### src/rtl/ldv_pkg.sv
// ----------------------------------------------------------------------------
// ldv_pkg: shared types and constants of the Lambert vertex shader
// Item and status structures passed between the front, the queue and the back.
// ----------------------------------------------------------------------------
package ldv_pkg;

    localparam int POS_W      = 32;
    localparam int NRM_W      = 16;
    localparam int DIFF_W     = POS_W + 1;
    localparam int PROD_W     = POS_W + NRM_W;
    localparam int DOT_W      = PROD_W + 2;
    localparam int SUM_W      = 2 * POS_W;
    localparam int LEN_W      = POS_W;
    localparam int REM_W      = LEN_W + 2;
    localparam int SQRT_STEPS = LEN_W;
    localparam int INT_W      = 15;
    localparam int DREM_W     = DOT_W - 1;

    localparam logic signed [DIFF_W-1:0] WIDE_LIMIT = 33'sd2147483647;
    localparam logic [INT_W-1:0]         INTENSITY_MAX = 15'h7fff;

    typedef enum logic [1:0] {
        CFG_LIGHT_X = 2'd0,
        CFG_LIGHT_Y = 2'd1,
        CFG_LIGHT_Z = 2'd2
    } t_cfg_idx;

    // One classified vertex: light vector already halved where it was wide.
    typedef struct packed {
        logic signed [POS_W-1:0] l_x;
        logic signed [POS_W-1:0] l_y;
        logic signed [POS_W-1:0] l_z;
        logic signed [NRM_W-1:0] n_x;
        logic signed [NRM_W-1:0] n_y;
        logic signed [NRM_W-1:0] n_z;
        logic                    zero;
        logic                    last;
    } t_item;

    typedef struct packed {
        logic full;
        logic empty;
    } t_q_status;

    typedef struct packed {
        logic signed [DOT_W-1:0] dot;
        logic                    zero;
        logic                    last;
    } t_side;

endpackage

### src/rtl/ldv_front.sv
// ----------------------------------------------------------------------------
// ldv_front: vertex classification
// Forms the light vector, flags a coincident light and halves wide vectors.
// ----------------------------------------------------------------------------
module ldv_front (
    input  logic signed [ldv_pkg::POS_W-1:0] i_light_x,
    input  logic signed [ldv_pkg::POS_W-1:0] i_light_y,
    input  logic signed [ldv_pkg::POS_W-1:0] i_light_z,
    input  logic signed [ldv_pkg::POS_W-1:0] i_pos_x,
    input  logic signed [ldv_pkg::POS_W-1:0] i_pos_y,
    input  logic signed [ldv_pkg::POS_W-1:0] i_pos_z,
    input  logic signed [ldv_pkg::NRM_W-1:0] i_normal_x,
    input  logic signed [ldv_pkg::NRM_W-1:0] i_normal_y,
    input  logic signed [ldv_pkg::NRM_W-1:0] i_normal_z,
    input  logic                             i_last_vertex,
    output ldv_pkg::t_item                   o_item
);
    import ldv_pkg::*;

    logic signed [DIFF_W-1:0] w_dx, w_dy, w_dz;
    logic signed [DIFF_W-1:0] w_hx, w_hy, w_hz;
    logic                     w_wide;

    assign w_dx = DIFF_W'(i_light_x) - DIFF_W'(i_pos_x);
    assign w_dy = DIFF_W'(i_light_y) - DIFF_W'(i_pos_y);
    assign w_dz = DIFF_W'(i_light_z) - DIFF_W'(i_pos_z);

    assign w_wide = (w_dx > WIDE_LIMIT) || (w_dx < -WIDE_LIMIT) ||
                    (w_dy > WIDE_LIMIT) || (w_dy < -WIDE_LIMIT) ||
                    (w_dz > WIDE_LIMIT) || (w_dz < -WIDE_LIMIT);

    // Arithmetic shift rounds toward minus infinity.
    assign w_hx = w_wide ? (w_dx >>> 1) : w_dx;
    assign w_hy = w_wide ? (w_dy >>> 1) : w_dy;
    assign w_hz = w_wide ? (w_dz >>> 1) : w_dz;

    always_comb begin
        o_item.l_x  = w_hx[POS_W-1:0];
        o_item.l_y  = w_hy[POS_W-1:0];
        o_item.l_z  = w_hz[POS_W-1:0];
        o_item.n_x  = i_normal_x;
        o_item.n_y  = i_normal_y;
        o_item.n_z  = i_normal_z;
        o_item.zero = (w_dx == '0) && (w_dy == '0) && (w_dz == '0);
        o_item.last = i_last_vertex;
    end

endmodule

### config.mk
export PLATFORM = sky130hd
export DESIGN_NAME = ldv_front
export DESIGN_NICKNAME = d
export VERILOG_FILES = /design/src/rtl/ldv_pkg.sv /design/src/rtl/ldv_front.sv
export SDC_FILE = /design/constraint.sdc
export NUM_CORES = 1
export LEC_CHECK = 0
export ABC_AREA = 0
export ABC_CLOCK_PERIOD_IN_PS = 8150
export BUFFER_PORTS_ARGS = -buffer_cell sky130_fd_sc_hd__buf_2
export CAP_MARGIN = 20
export CORE_UTILIZATION = 30
export DETAILED_ROUTE_END_ITERATION = 8
export MAX_ROUTING_LAYER = met4
export PLACE_DENSITY = 0.59
export SYNTH_ARGS = -nofsm -noshare
export SYNTH_HDL_FRONTEND = slang
export SYNTH_SLANG_ARGS = --single-unit
### constraint.sdc
create_clock -name vclk -period 8.15
set_input_delay 1.63 -clock vclk [all_inputs]
set_output_delay 1.63 -clock vclk [all_outputs]
set_load 0.005 [all_outputs]
==> results.yml <==
yosys:
  synth_seq_area_share: 0
  synth_top_family_by_area: "compound AO/OA/AOI/OAI gates"
  synth_fa_ha_area_frac: 0.1514
  synth_fp_nets: 1558
  syn_avg_cell_area_sq_um: 6.839
  synth_compound_area_frac: 0.2861
  synth_simple_gate_area_frac: 0.2188
  netlist_instances: 1218
  yosys.cell_types.count: 79
  yosys_warnings: 0
  synth_mux_area_frac: 0.1346
  synth_area_sq_mm: 0.008330
  synthXorXnorAreaFrac: 0.07465
worst_setup_path:
  path_common_cell: "buf_2"
  critPathRequiredTime_ns: 6.52
  end_kind: "primary output"
  crit_arrival_ns: 6.23
  path_cells: "buf_2 > inv_1 > ha_1 > fa_1 > nor2b_1 > o31a_1 > o311a_1 > a311oi_1 > or4b_1 > or4_1 > nor4_1 > nand4b_1 > o31ai_4 > a2111oi_4 > buf_12 > mux2_4 > buf_2"
  cp_slowest_cell: "or4b_1"
  critPathMaxStageDelay_ns: 0.59
  criticalPathCategory: "primary input to primary output"
  cp_top_family: "simple AND/OR/NAND/NOR gates"
  crit_buf_inv: 4
  worstSetupStartpointType: "primary input"
  crit_fanout: 51
grt:
  grt.total_usage: 0.2053
  grt_pass1_vias: 8985
  grt_max_degree: 52
  overflow: 0
  grt_pass1_wl_mm: 46.62
  grt_antenna_before_repair: 2
floorplan:
  ios: 387
  fp-row-count: 60
  die_y_um: 168.6
  die_w_um: 168.6
  initial_utilization: 0.3074
  core-area_sq_mm: 0.02710
  die_area_sq_mm: 0.02844
power_and_ir_drop:
  p_leak_nw: 4.702
  p_per_area_mw_per_mm2: 114.8
  peakVddDrop_mv: 0.05817
drt:
  via_per_inst: 5.412
  first_iter_violations: 623
  avgRoutedWirePerCell_um: 16.78
  vias: 9692
  drcViolationCount: 0
  wl_mm: 30.05
  drt_first_pass_iters: 5
  ant_nets: 0
cells_and_area:
  final_cell_area_sq_mm: 0.009739
  final_nets: 1759
  area_growth_syn_to_layout_pct: 16.91
  final_cells: 1791
  n_sequential_cell: 0
  fill_cells: 2997
  nClkBuffers: 0
  drive_gt1_frac: 0.2618
  layout_commonest_cell: "buf_2"
  final_cell_mix: "buf_2, inv_1, a21oi_1"
  regArea_sq_um: 0
clock_tree:
  postCtsHoldBufs: 0
  cts_setup_buffers: 0
sta:
  fmax_mhz: 127.2
  hold_viol: 0
  finalSetupViolCount: 0
  tightestPinTransition_ns: 0.7478
  maxSlewViolCount: 0
  period_needed_ns: 7.861
  rsz0062_at_grt: "false"
  slew_headroom: 0.4952
  period_share: 0.9645
min_path:
  hold_end: "o_item[11]"
  hold_class: "primary input to primary output"
  worstHoldPathCells: 0
  min_from: "i_normal_z[9]"
place:
  place_area_sq_mm: 0.009714
  dp_cells: 1789
  io_buffers: 289
  dp_hpwl_mm: 26.06
  gp_congestion: 0.9951
run:
  maxCapViolCount: 0
run_status:
  status: "completed"
logic make-up (layout without fill, tap and decap cells):
| group | after synthesis | after routing |
|---|---|---|
| AND/OR/NAND/NOR | 359 | 359 |
| AO/OA/AOI/OAI | 358 | 358 |
| buffers and inverters | 236 | 435 |
| adder cells (fa/ha/maj) | 99 | 99 |
| multiplexers | 95 | 95 |
| XOR/XNOR | 71 | 71 |
| other | 0 | 2 |
area by class of cell:
cell class,count,area [sq um],area share
multi-input cells,982,7231,0.7424
repair buffers,294,1509,0.1549
inverters,141,529.3,0.05434
well taps,372,465.4,0.04779
diodes,2,5.005,0.0005139
report_power, final:
| group | internal, W | switching (W) | leakage [nW] |
|---|---|---|---|
| sequential | 0 | 0 | 0 |
| clock | 0.0000000000328 | 0 | 0.0000127 |
| combinational | 0.000509 | 0.000610 | 4.70 |
stage by stage:
stage,hold slack [ns],setup WS [ns],utilization,setup TNS [ns],total power [W]
after CTS,3.260,0.07634,0.3584,0,0.001113
final,3.260,0.2890,0.3594,0,0.001119
after global routing,3.260,0.05727,0.3594,0,0.001222
after global placement,3.260,-0.05363,0.3584,-0.05363,0.001104
after detailed placement,3.260,0.09533,0.3584,0,0.001107
after floorplan,3.341,1.046,-,0,0.0007498
what timing repair did:
action / CTS / global route
endpoints found under the hold margin: 0 / 0
endpoints found under the setup margin: 0 / 94
resized for setup: 0 / 3
worst max-delay path by stage:
stage	from	endpoint	slack, ns	cells past startpoint
final	i_light_y[0]	o_item[103]	0.29	17
after global routing	i_light_x[0]	o_item[103]	0.06	17
after CTS	i_light_x[0]	o_item[103]	0.08	17
after detailed placement	i_light_x[0]	o_item[103]	0.1	17
after global placement	i_light_y[0]	o_item[1]	-0.05	16
after floorplan	i_light_x[0]	o_item[103]	1.05	16
cells in the mapped netlist (6+ instances only):
| cell type | instances | area share |
|---|---|---|
| a31oi_1 | 12 | 0.0090 |
| a2111oi_0 | 6 | 0.0063 |
| nand2b_1 | 11 | 0.0083 |
| nor2_1 | 66 | 0.030 |
| xor2_1 | 30 | 0.032 |
| o211a_1 | 6 | 0.0072 |
| nand4_1 | 29 | 0.022 |
| a21oi_1 | 109 | 0.065 |
| nor2b_1 | 12 | 0.0090 |
| or3_1 | 11 | 0.0083 |
| and4_1 | 6 | 0.0063 |
| and2_1 | 15 | 0.011 |
| a21boi_0 | 7 | 0.0063 |
| mux2_2 | 24 | 0.032 |
| clkbuf_1 | 33 | 0.015 |
| nand3_1 | 24 | 0.014 |
| mux2i_1 | 43 | 0.052 |
| or4_1 | 7 | 0.0063 |
| o31a_1 | 7 | 0.0074 |
| o21ai_0 | 72 | 0.043 |
| o21a_1 | 23 | 0.021 |
| a211oi_1 | 9 | 0.0081 |
| xnor2_1 | 41 | 0.043 |
| inv_1 | 140 | 0.063 |
| nor3_1 | 26 | 0.016 |
| a21o_1 | 17 | 0.015 |
| o211ai_1 | 15 | 0.014 |
| ha_1 | 96 | 0.14 |
| o21bai_1 | 9 | 0.0081 |
| or2_2 | 9 | 0.0068 |
| nand2_1 | 103 | 0.046 |
| o2111ai_1 | 6 | 0.0063 |
| nor4_1 | 11 | 0.0083 |
| and3_1 | 9 | 0.0068 |
| mux2_4 | 28 | 0.050 |
| buf_4 | 53 | 0.048 |
metal layers:
| metal | vias to the layer above | track usage | routed length [um] |
|---|---|---|---|
| li1 | 4769 | - | - |
| met2 | 422 | 0.3561 | 14220 |
| met3 | 42 | 0.01964 | 2126 |
| met4 | 0 | 0.03360 | 499 |
| met5 | - | - | 0 |
| met1 | 4459 | 0.2608 | 13200 |
No activity file was read; power rests on OpenSTA's default activity.
