## src/rtl/ldv_pkg.sv

```systemverilog
// ----------------------------------------------------------------------------
// ldv_pkg: shared types and constants of the Lambert vertex shader
// Item and status structures passed between the front, the queue and the back.
// ----------------------------------------------------------------------------
package ldv_pkg;

    localparam int POS_W      = 32;
    localparam int NRM_W      = 16;
    localparam int DIFF_W     = POS_W + 1;
    localparam int PROD_W     = POS_W + NRM_W;
    localparam int DOT_W      = PROD_W + 2;
    localparam int SUM_W      = 2 * POS_W;
    localparam int LEN_W      = POS_W;
    localparam int REM_W      = LEN_W + 2;
    localparam int SQRT_STEPS = LEN_W;
    localparam int INT_W      = 15;
    localparam int DREM_W     = DOT_W - 1;

    localparam logic signed [DIFF_W-1:0] WIDE_LIMIT = 33'sd2147483647;
    localparam logic [INT_W-1:0]         INTENSITY_MAX = 15'h7fff;

    typedef enum logic [1:0] {
        CFG_LIGHT_X = 2'd0,
        CFG_LIGHT_Y = 2'd1,
        CFG_LIGHT_Z = 2'd2
    } t_cfg_idx;

    // One classified vertex: light vector already halved where it was wide.
    typedef struct packed {
        logic signed [POS_W-1:0] l_x;
        logic signed [POS_W-1:0] l_y;
        logic signed [POS_W-1:0] l_z;
        logic signed [NRM_W-1:0] n_x;
        logic signed [NRM_W-1:0] n_y;
        logic signed [NRM_W-1:0] n_z;
        logic                    zero;
        logic                    last;
    } t_item;

    typedef struct packed {
        logic full;
        logic empty;
    } t_q_status;

    typedef struct packed {
        logic signed [DOT_W-1:0] dot;
        logic                    zero;
        logic                    last;
    } t_side;

endpackage

```

## src/rtl/ldv_queue.sv

```systemverilog
// ----------------------------------------------------------------------------
// ldv_queue: decoupling queue between front and back
// A small register FIFO of classified vertices.
// ----------------------------------------------------------------------------
module ldv_queue #(
    parameter int DEPTH = 4
) (
    input  logic                  i_clk,
    input  logic                  i_rst_n,
    input  logic                  i_push,
    input  ldv_pkg::t_item        i_item,
    input  logic                  i_pop,
    output ldv_pkg::t_item        o_item,
    output ldv_pkg::t_q_status    o_status
);
    import ldv_pkg::*;

    localparam int PTR_W = (DEPTH > 1) ? $clog2(DEPTH) : 1;
    localparam int CNT_W = $clog2(DEPTH + 1);

    t_item              r_mem [DEPTH];
    logic [PTR_W-1:0]   r_wr, n_wr, r_rd, n_rd;
    logic [CNT_W-1:0]   r_count, n_count;

    always_comb begin
        n_wr    = r_wr;
        n_rd    = r_rd;
        n_count = r_count;
        if (i_push) begin
            n_wr = (r_wr == PTR_W'(DEPTH - 1)) ? '0 : r_wr + 1'b1;
        end
        if (i_pop) begin
            n_rd = (r_rd == PTR_W'(DEPTH - 1)) ? '0 : r_rd + 1'b1;
        end
        if (i_push && !i_pop) begin
            n_count = r_count + 1'b1;
        end else if (!i_push && i_pop) begin
            n_count = r_count - 1'b1;
        end
    end

    always_ff @(posedge i_clk) begin
        if (!i_rst_n) begin
            r_wr    <= '0;
            r_rd    <= '0;
            r_count <= '0;
        end else begin
            r_wr    <= n_wr;
            r_rd    <= n_rd;
            r_count <= n_count;
        end
    end

    always_ff @(posedge i_clk) begin
        if (i_push) begin
            r_mem[r_wr] <= i_item;
        end
    end

    assign o_item         = r_mem[r_rd];
    assign o_status.full  = (r_count == CNT_W'(DEPTH));
    assign o_status.empty = (r_count == '0);

    a_count_bound: assert property (@(posedge i_clk) disable iff (!i_rst_n)
        r_count <= CNT_W'(DEPTH))
        else $error("queue count above depth");
    a_no_overrun: assert property (@(posedge i_clk) disable iff (!i_rst_n)
        o_status.full && !i_pop |=> r_count == CNT_W'(DEPTH))
        else $error("queue lost a full entry");
    a_no_underrun: assert property (@(posedge i_clk) disable iff (!i_rst_n)
        i_pop |-> r_count != '0)
        else $error("queue popped while empty");

endmodule

```

## config.mk

```make
export PLATFORM = sky130hd
export DESIGN_NAME = ldv_queue
export DESIGN_NICKNAME = d
export VERILOG_FILES = /design/src/rtl/ldv_pkg.sv /design/src/rtl/ldv_queue.sv
export SDC_FILE = /design/constraint.sdc
export NUM_CORES = 1
export LEC_CHECK = 0
export BUFFER_PORTS_ARGS = -buffer_cell sky130_fd_sc_hd__buf_2
export CAP_MARGIN = 20
export CORE_MARGIN = 2
export CORE_UTILIZATION = 55
export DETAILED_ROUTE_END_ITERATION = 8
export PLACE_DENSITY = 0.77
export RECOVER_POWER = 50
export SLEW_MARGIN = 20
export SYNTH_ARGS = -nofsm -noshare
export SYNTH_HDL_FRONTEND = slang
export SYNTH_SLANG_ARGS = --single-unit
```

## constraint.sdc

```tcl
create_clock -name i_clk -period 12.77 [get_ports i_clk]
set_input_delay 1.277 -clock i_clk [delete_from_list [all_inputs] [get_ports i_clk]]
set_output_delay 1.277 -clock i_clk [all_outputs]
set_load 0.02 [all_outputs]
```

==> key figures <==
Place
  – IO buf count: 297
  – Inst Count DP: 1602
  – Placement Cell Area: 23530 um2
  – Final GP Congestion: 0.7445
  – Hpwl dp: 23770 um

Power and ir drop
  – PwrDens: 167.4 nW/um2
  – Clock Power Share: 37.0%
  – Sequential Power Share: 53.9%
  – P_sw: 0.0009356 W
  – P_int: 0.003263 W
  – Gate power share: 9.1%
  – LEAKAGE: 8.052 nW
  – Sw Share: 22.28%
  – Peak VDD IR: 0.1323 mV

GRT
  – Initial antenna violation count: 3
  – Vias in the first global route: 10200
  – Gr ovfl total: 0
  – Overall Global Routing Usage: 19.94%
  – Largest net degree at the start of global routing: 67
  – Global-route wire length before repair: 60550 um

Yosys
  – Cell Area, Synth: 21510 um2
  – Post-synth top area cell: edfxtp_1
  – Avg Cell Area, Syn: 26.68 um2
  – Register area share after synthesis: 82.38%
  – Area contributors post-synth: edfxtp_1 (82%), mux4_2 (15%), dfxtp_1 (0.84%)
  – Seq cells post-synth: 593
  – Post-Syn Instances: 806
  – Syn Nets: 963
  – Warnings, synthesis: 0
  – Yosys top cell area share: 81.54%
  – Yosys cell types: 22

Floorplan
  – Core ar.: 38650 um2
  – Number of I/O pins: 298
  – Initial Util: 55.65%
  – FP Rows: 72
  – Die Area: 40700 um2
  – Chip height: 201.7 um
  – Die W: 201.7 um

Setup path
  – R2R cell count: 3
  – CP Max Fanout: 45
  – CP Capture Point: o_item[14]
  – Crit path launch type: flip-flop
  – Required @ worst endpoint: 11490 ps
  – Setup CP Type: reg -> out
  – FF-to-FF End: r_mem[3][6]$_DFFE_PP_
  – Worst reg2reg path startpoint: r_wr[0]$_SDFFE_PN0P_
  – Reg-to-reg setup timing slack: 8340 ps
  – Arr. time, crit path: 3610 ps
  – Worst Setup End Kind: primary output

Clock network
  – Register clock-pin slew on the reported worst setup and hold paths: 60 ps
  – Post-CTS setup buffer count: 0
  – Clock root cell: clkbuf_16
  – Clock Latency Late Sink: 600 ps
  – Gates resized, CTS repair: 0
  – Hold buffers post-CTS: 0
  – Num CTS Buffers: 57
  – Sink Count: 593
  – CTS tree: yes
  – H-tree Lvls: 2
  – Longest Clk Path Bufs: 3

Timing
  – Final-report hold violation count: 0
  – Pins Over Slew Limit: 137
  – Slew headroom: -124.3%
  – Worst slew pin tran: 3364 ps
  – Clk_skew: 12.80 ps
  – Final min period: 4889 ps
  – Setup TNS Final: 0 ps
  – RSZ-0062 raised after global routing: false
  – Count of final setup violators: 0
  – FMAX: 204.5 MHz
  – Final period util: 38.28%

Outcome
  – Violated checks: max-capacitance violations, max-slew violations
  – Run status: finished, violations left

Drt
  – DRC marker count from the first detailed-route iteration: 540
  – WL final: 39950 um
  – Post-route DRC: 0
  – Via Count: 9579
  – Via density: 5.602
  – ANT nets after route: 0
  – TritonRoute pass-1 iters: 4
  – Per-cell routed wire length: 23.36 um

Min path
  – Min-Delay Path Class: reg -> reg

Finish
  – Fillers: 2540
  – Share of cells above drive strength 1: 32.77%
  – Area grow syn2layout: 16.63%
  – Final net count: 1300
  – Non-filler cells, final: 1710
  – Post-route cell area: 25080 um2

Job
  – Max-cap viol count: 3
state kept, by name, summed over array words and instances, names as in the netlist, named ones only:
signal and flops:
r_count 3, r_mem 584, r_rd 2, r_wr 2
synth_stat cells, drive strengths merged:
cell / count
buf: 30
mux2i: 4
o21ai: 1
nor3b: 1
ha: 6
xnor2: 1
clkbuf: 2
edfxtp: 584
dfxtp: 9
a21boi: 1
o21a: 1
nor2b: 5
xor2: 1
inv: 4
nor3: 2
and2: 5
or3: 1
mux4: 146
nor2: 1
fa: 1
kinds of logic after synthesis:
logic type,synth area share [%]
compound gates,0.09309
xor+xnor,0.08146
fa+ha+maj,0.4421
buf+inv,1.111
flops,82.38
mux,15.48
simple gates,0.4189
area by class of cell:
type / count / area, um2 / share of cell area, %
clock buffer: 71 / 1521 / 6.066
multi-input combinational: 177 / 3551 / 14.16
tap: 518 / 648.1 / 2.584
antenna: 5 / 12.51 / 0.04988
sequential: 593 / 17720 / 70.66
timing repair buffer: 310 / 1399 / 5.577
inverter: 4 / 15.01 / 0.05986
clock inverter: 32 / 211.5 / 0.8430
worst max-delay path, stage by stage (launching register included):
cell	delay, ps
dfxtp_4	650
buf_4	800
buf_4	710
mux4_2	630
buf_2	180
stage by stage:
| stage | hold WS [ps] | power [W] | worst slack (ps) | utilization [%] |
|---|---|---|---|---|
| after CTS | 517.5 | 0.004246 | 7670 | 65.37 |
| final | 519.0 | 0.004199 | 7881 | 64.90 |
| after floorplan | 472.4 | 0.002554 | 7636 | - |
| after detailed placement | 508.1 | 0.002699 | 8317 | 60.89 |
| after global placement | 491.5 | 0.002688 | 8344 | 60.89 |
| after global routing | 567.3 | 0.004340 | 7491 | 64.88 |
cell usage in the layout, fill, tap and decap left out, types with 2 or more instances in the layout:
cell / n
and2_0: 5
buf_2: 149
buf_4: 13
bufinv_16: 2
clkbuf_1: 160
clkbuf_16: 59
clkinv_1: 12
clkinv_2: 14
dfxtp_1: 7
dfxtp_4: 2
diode_2: 5
edfxtp_1: 584
ha_1: 6
inv_1: 4
inv_6: 2
mux2i_1: 4
mux4_2: 146
nor2b_1: 5
nor3_1: 2
worst min-delay path by stage:
stage | start | endpoint | cells after the start
after floorplan | r_count[2]$_SDFFE_PN0P_ | r_count[2]$_SDFFE_PN0P_ | 2
after global routing | r_count[2]$_SDFFE_PN0P_ | r_count[2]$_SDFFE_PN0P_ | 2
after detailed placement | r_count[2]$_SDFFE_PN0P_ | r_count[2]$_SDFFE_PN0P_ | 2
final | r_count[2]$_SDFFE_PN0P_ | r_count[2]$_SDFFE_PN0P_ | 2
after global placement | r_count[2]$_SDFFE_PN0P_ | r_count[2]$_SDFFE_PN0P_ | 2
after CTS | r_count[2]$_SDFFE_PN0P_ | r_count[2]$_SDFFE_PN0P_ | 2
routing by layer:
layer | GRT usage (%) | vias to the layer above | share of wire [%]
met3 | 5.750 | 53 | 8.0
met1 | 26.64 | 4991 | 39
met5 | 0 | - | 0
met4 | 6.539 | 0 | 2.2
met2 | 32.16 | 361 | 50
li1 | - | 4174 | -
power groups by stage:
| stage | registers [W] | logic [W] | clock network (W) |
|---|---|---|---|
| after floorplan | 0.00230 | 0.000257 | 0 |
| after global placement | 0.00230 | 0.000392 | 0 |
| after detailed placement | 0.00230 | 0.000397 | 0 |
| after CTS | 0.00226 | 0.000400 | 0.00158 |
| after global routing | 0.00227 | 0.000411 | 0.00166 |
| final | 0.00226 | 0.000384 | 0.00155 |
(Power assumes the default switching activity.)
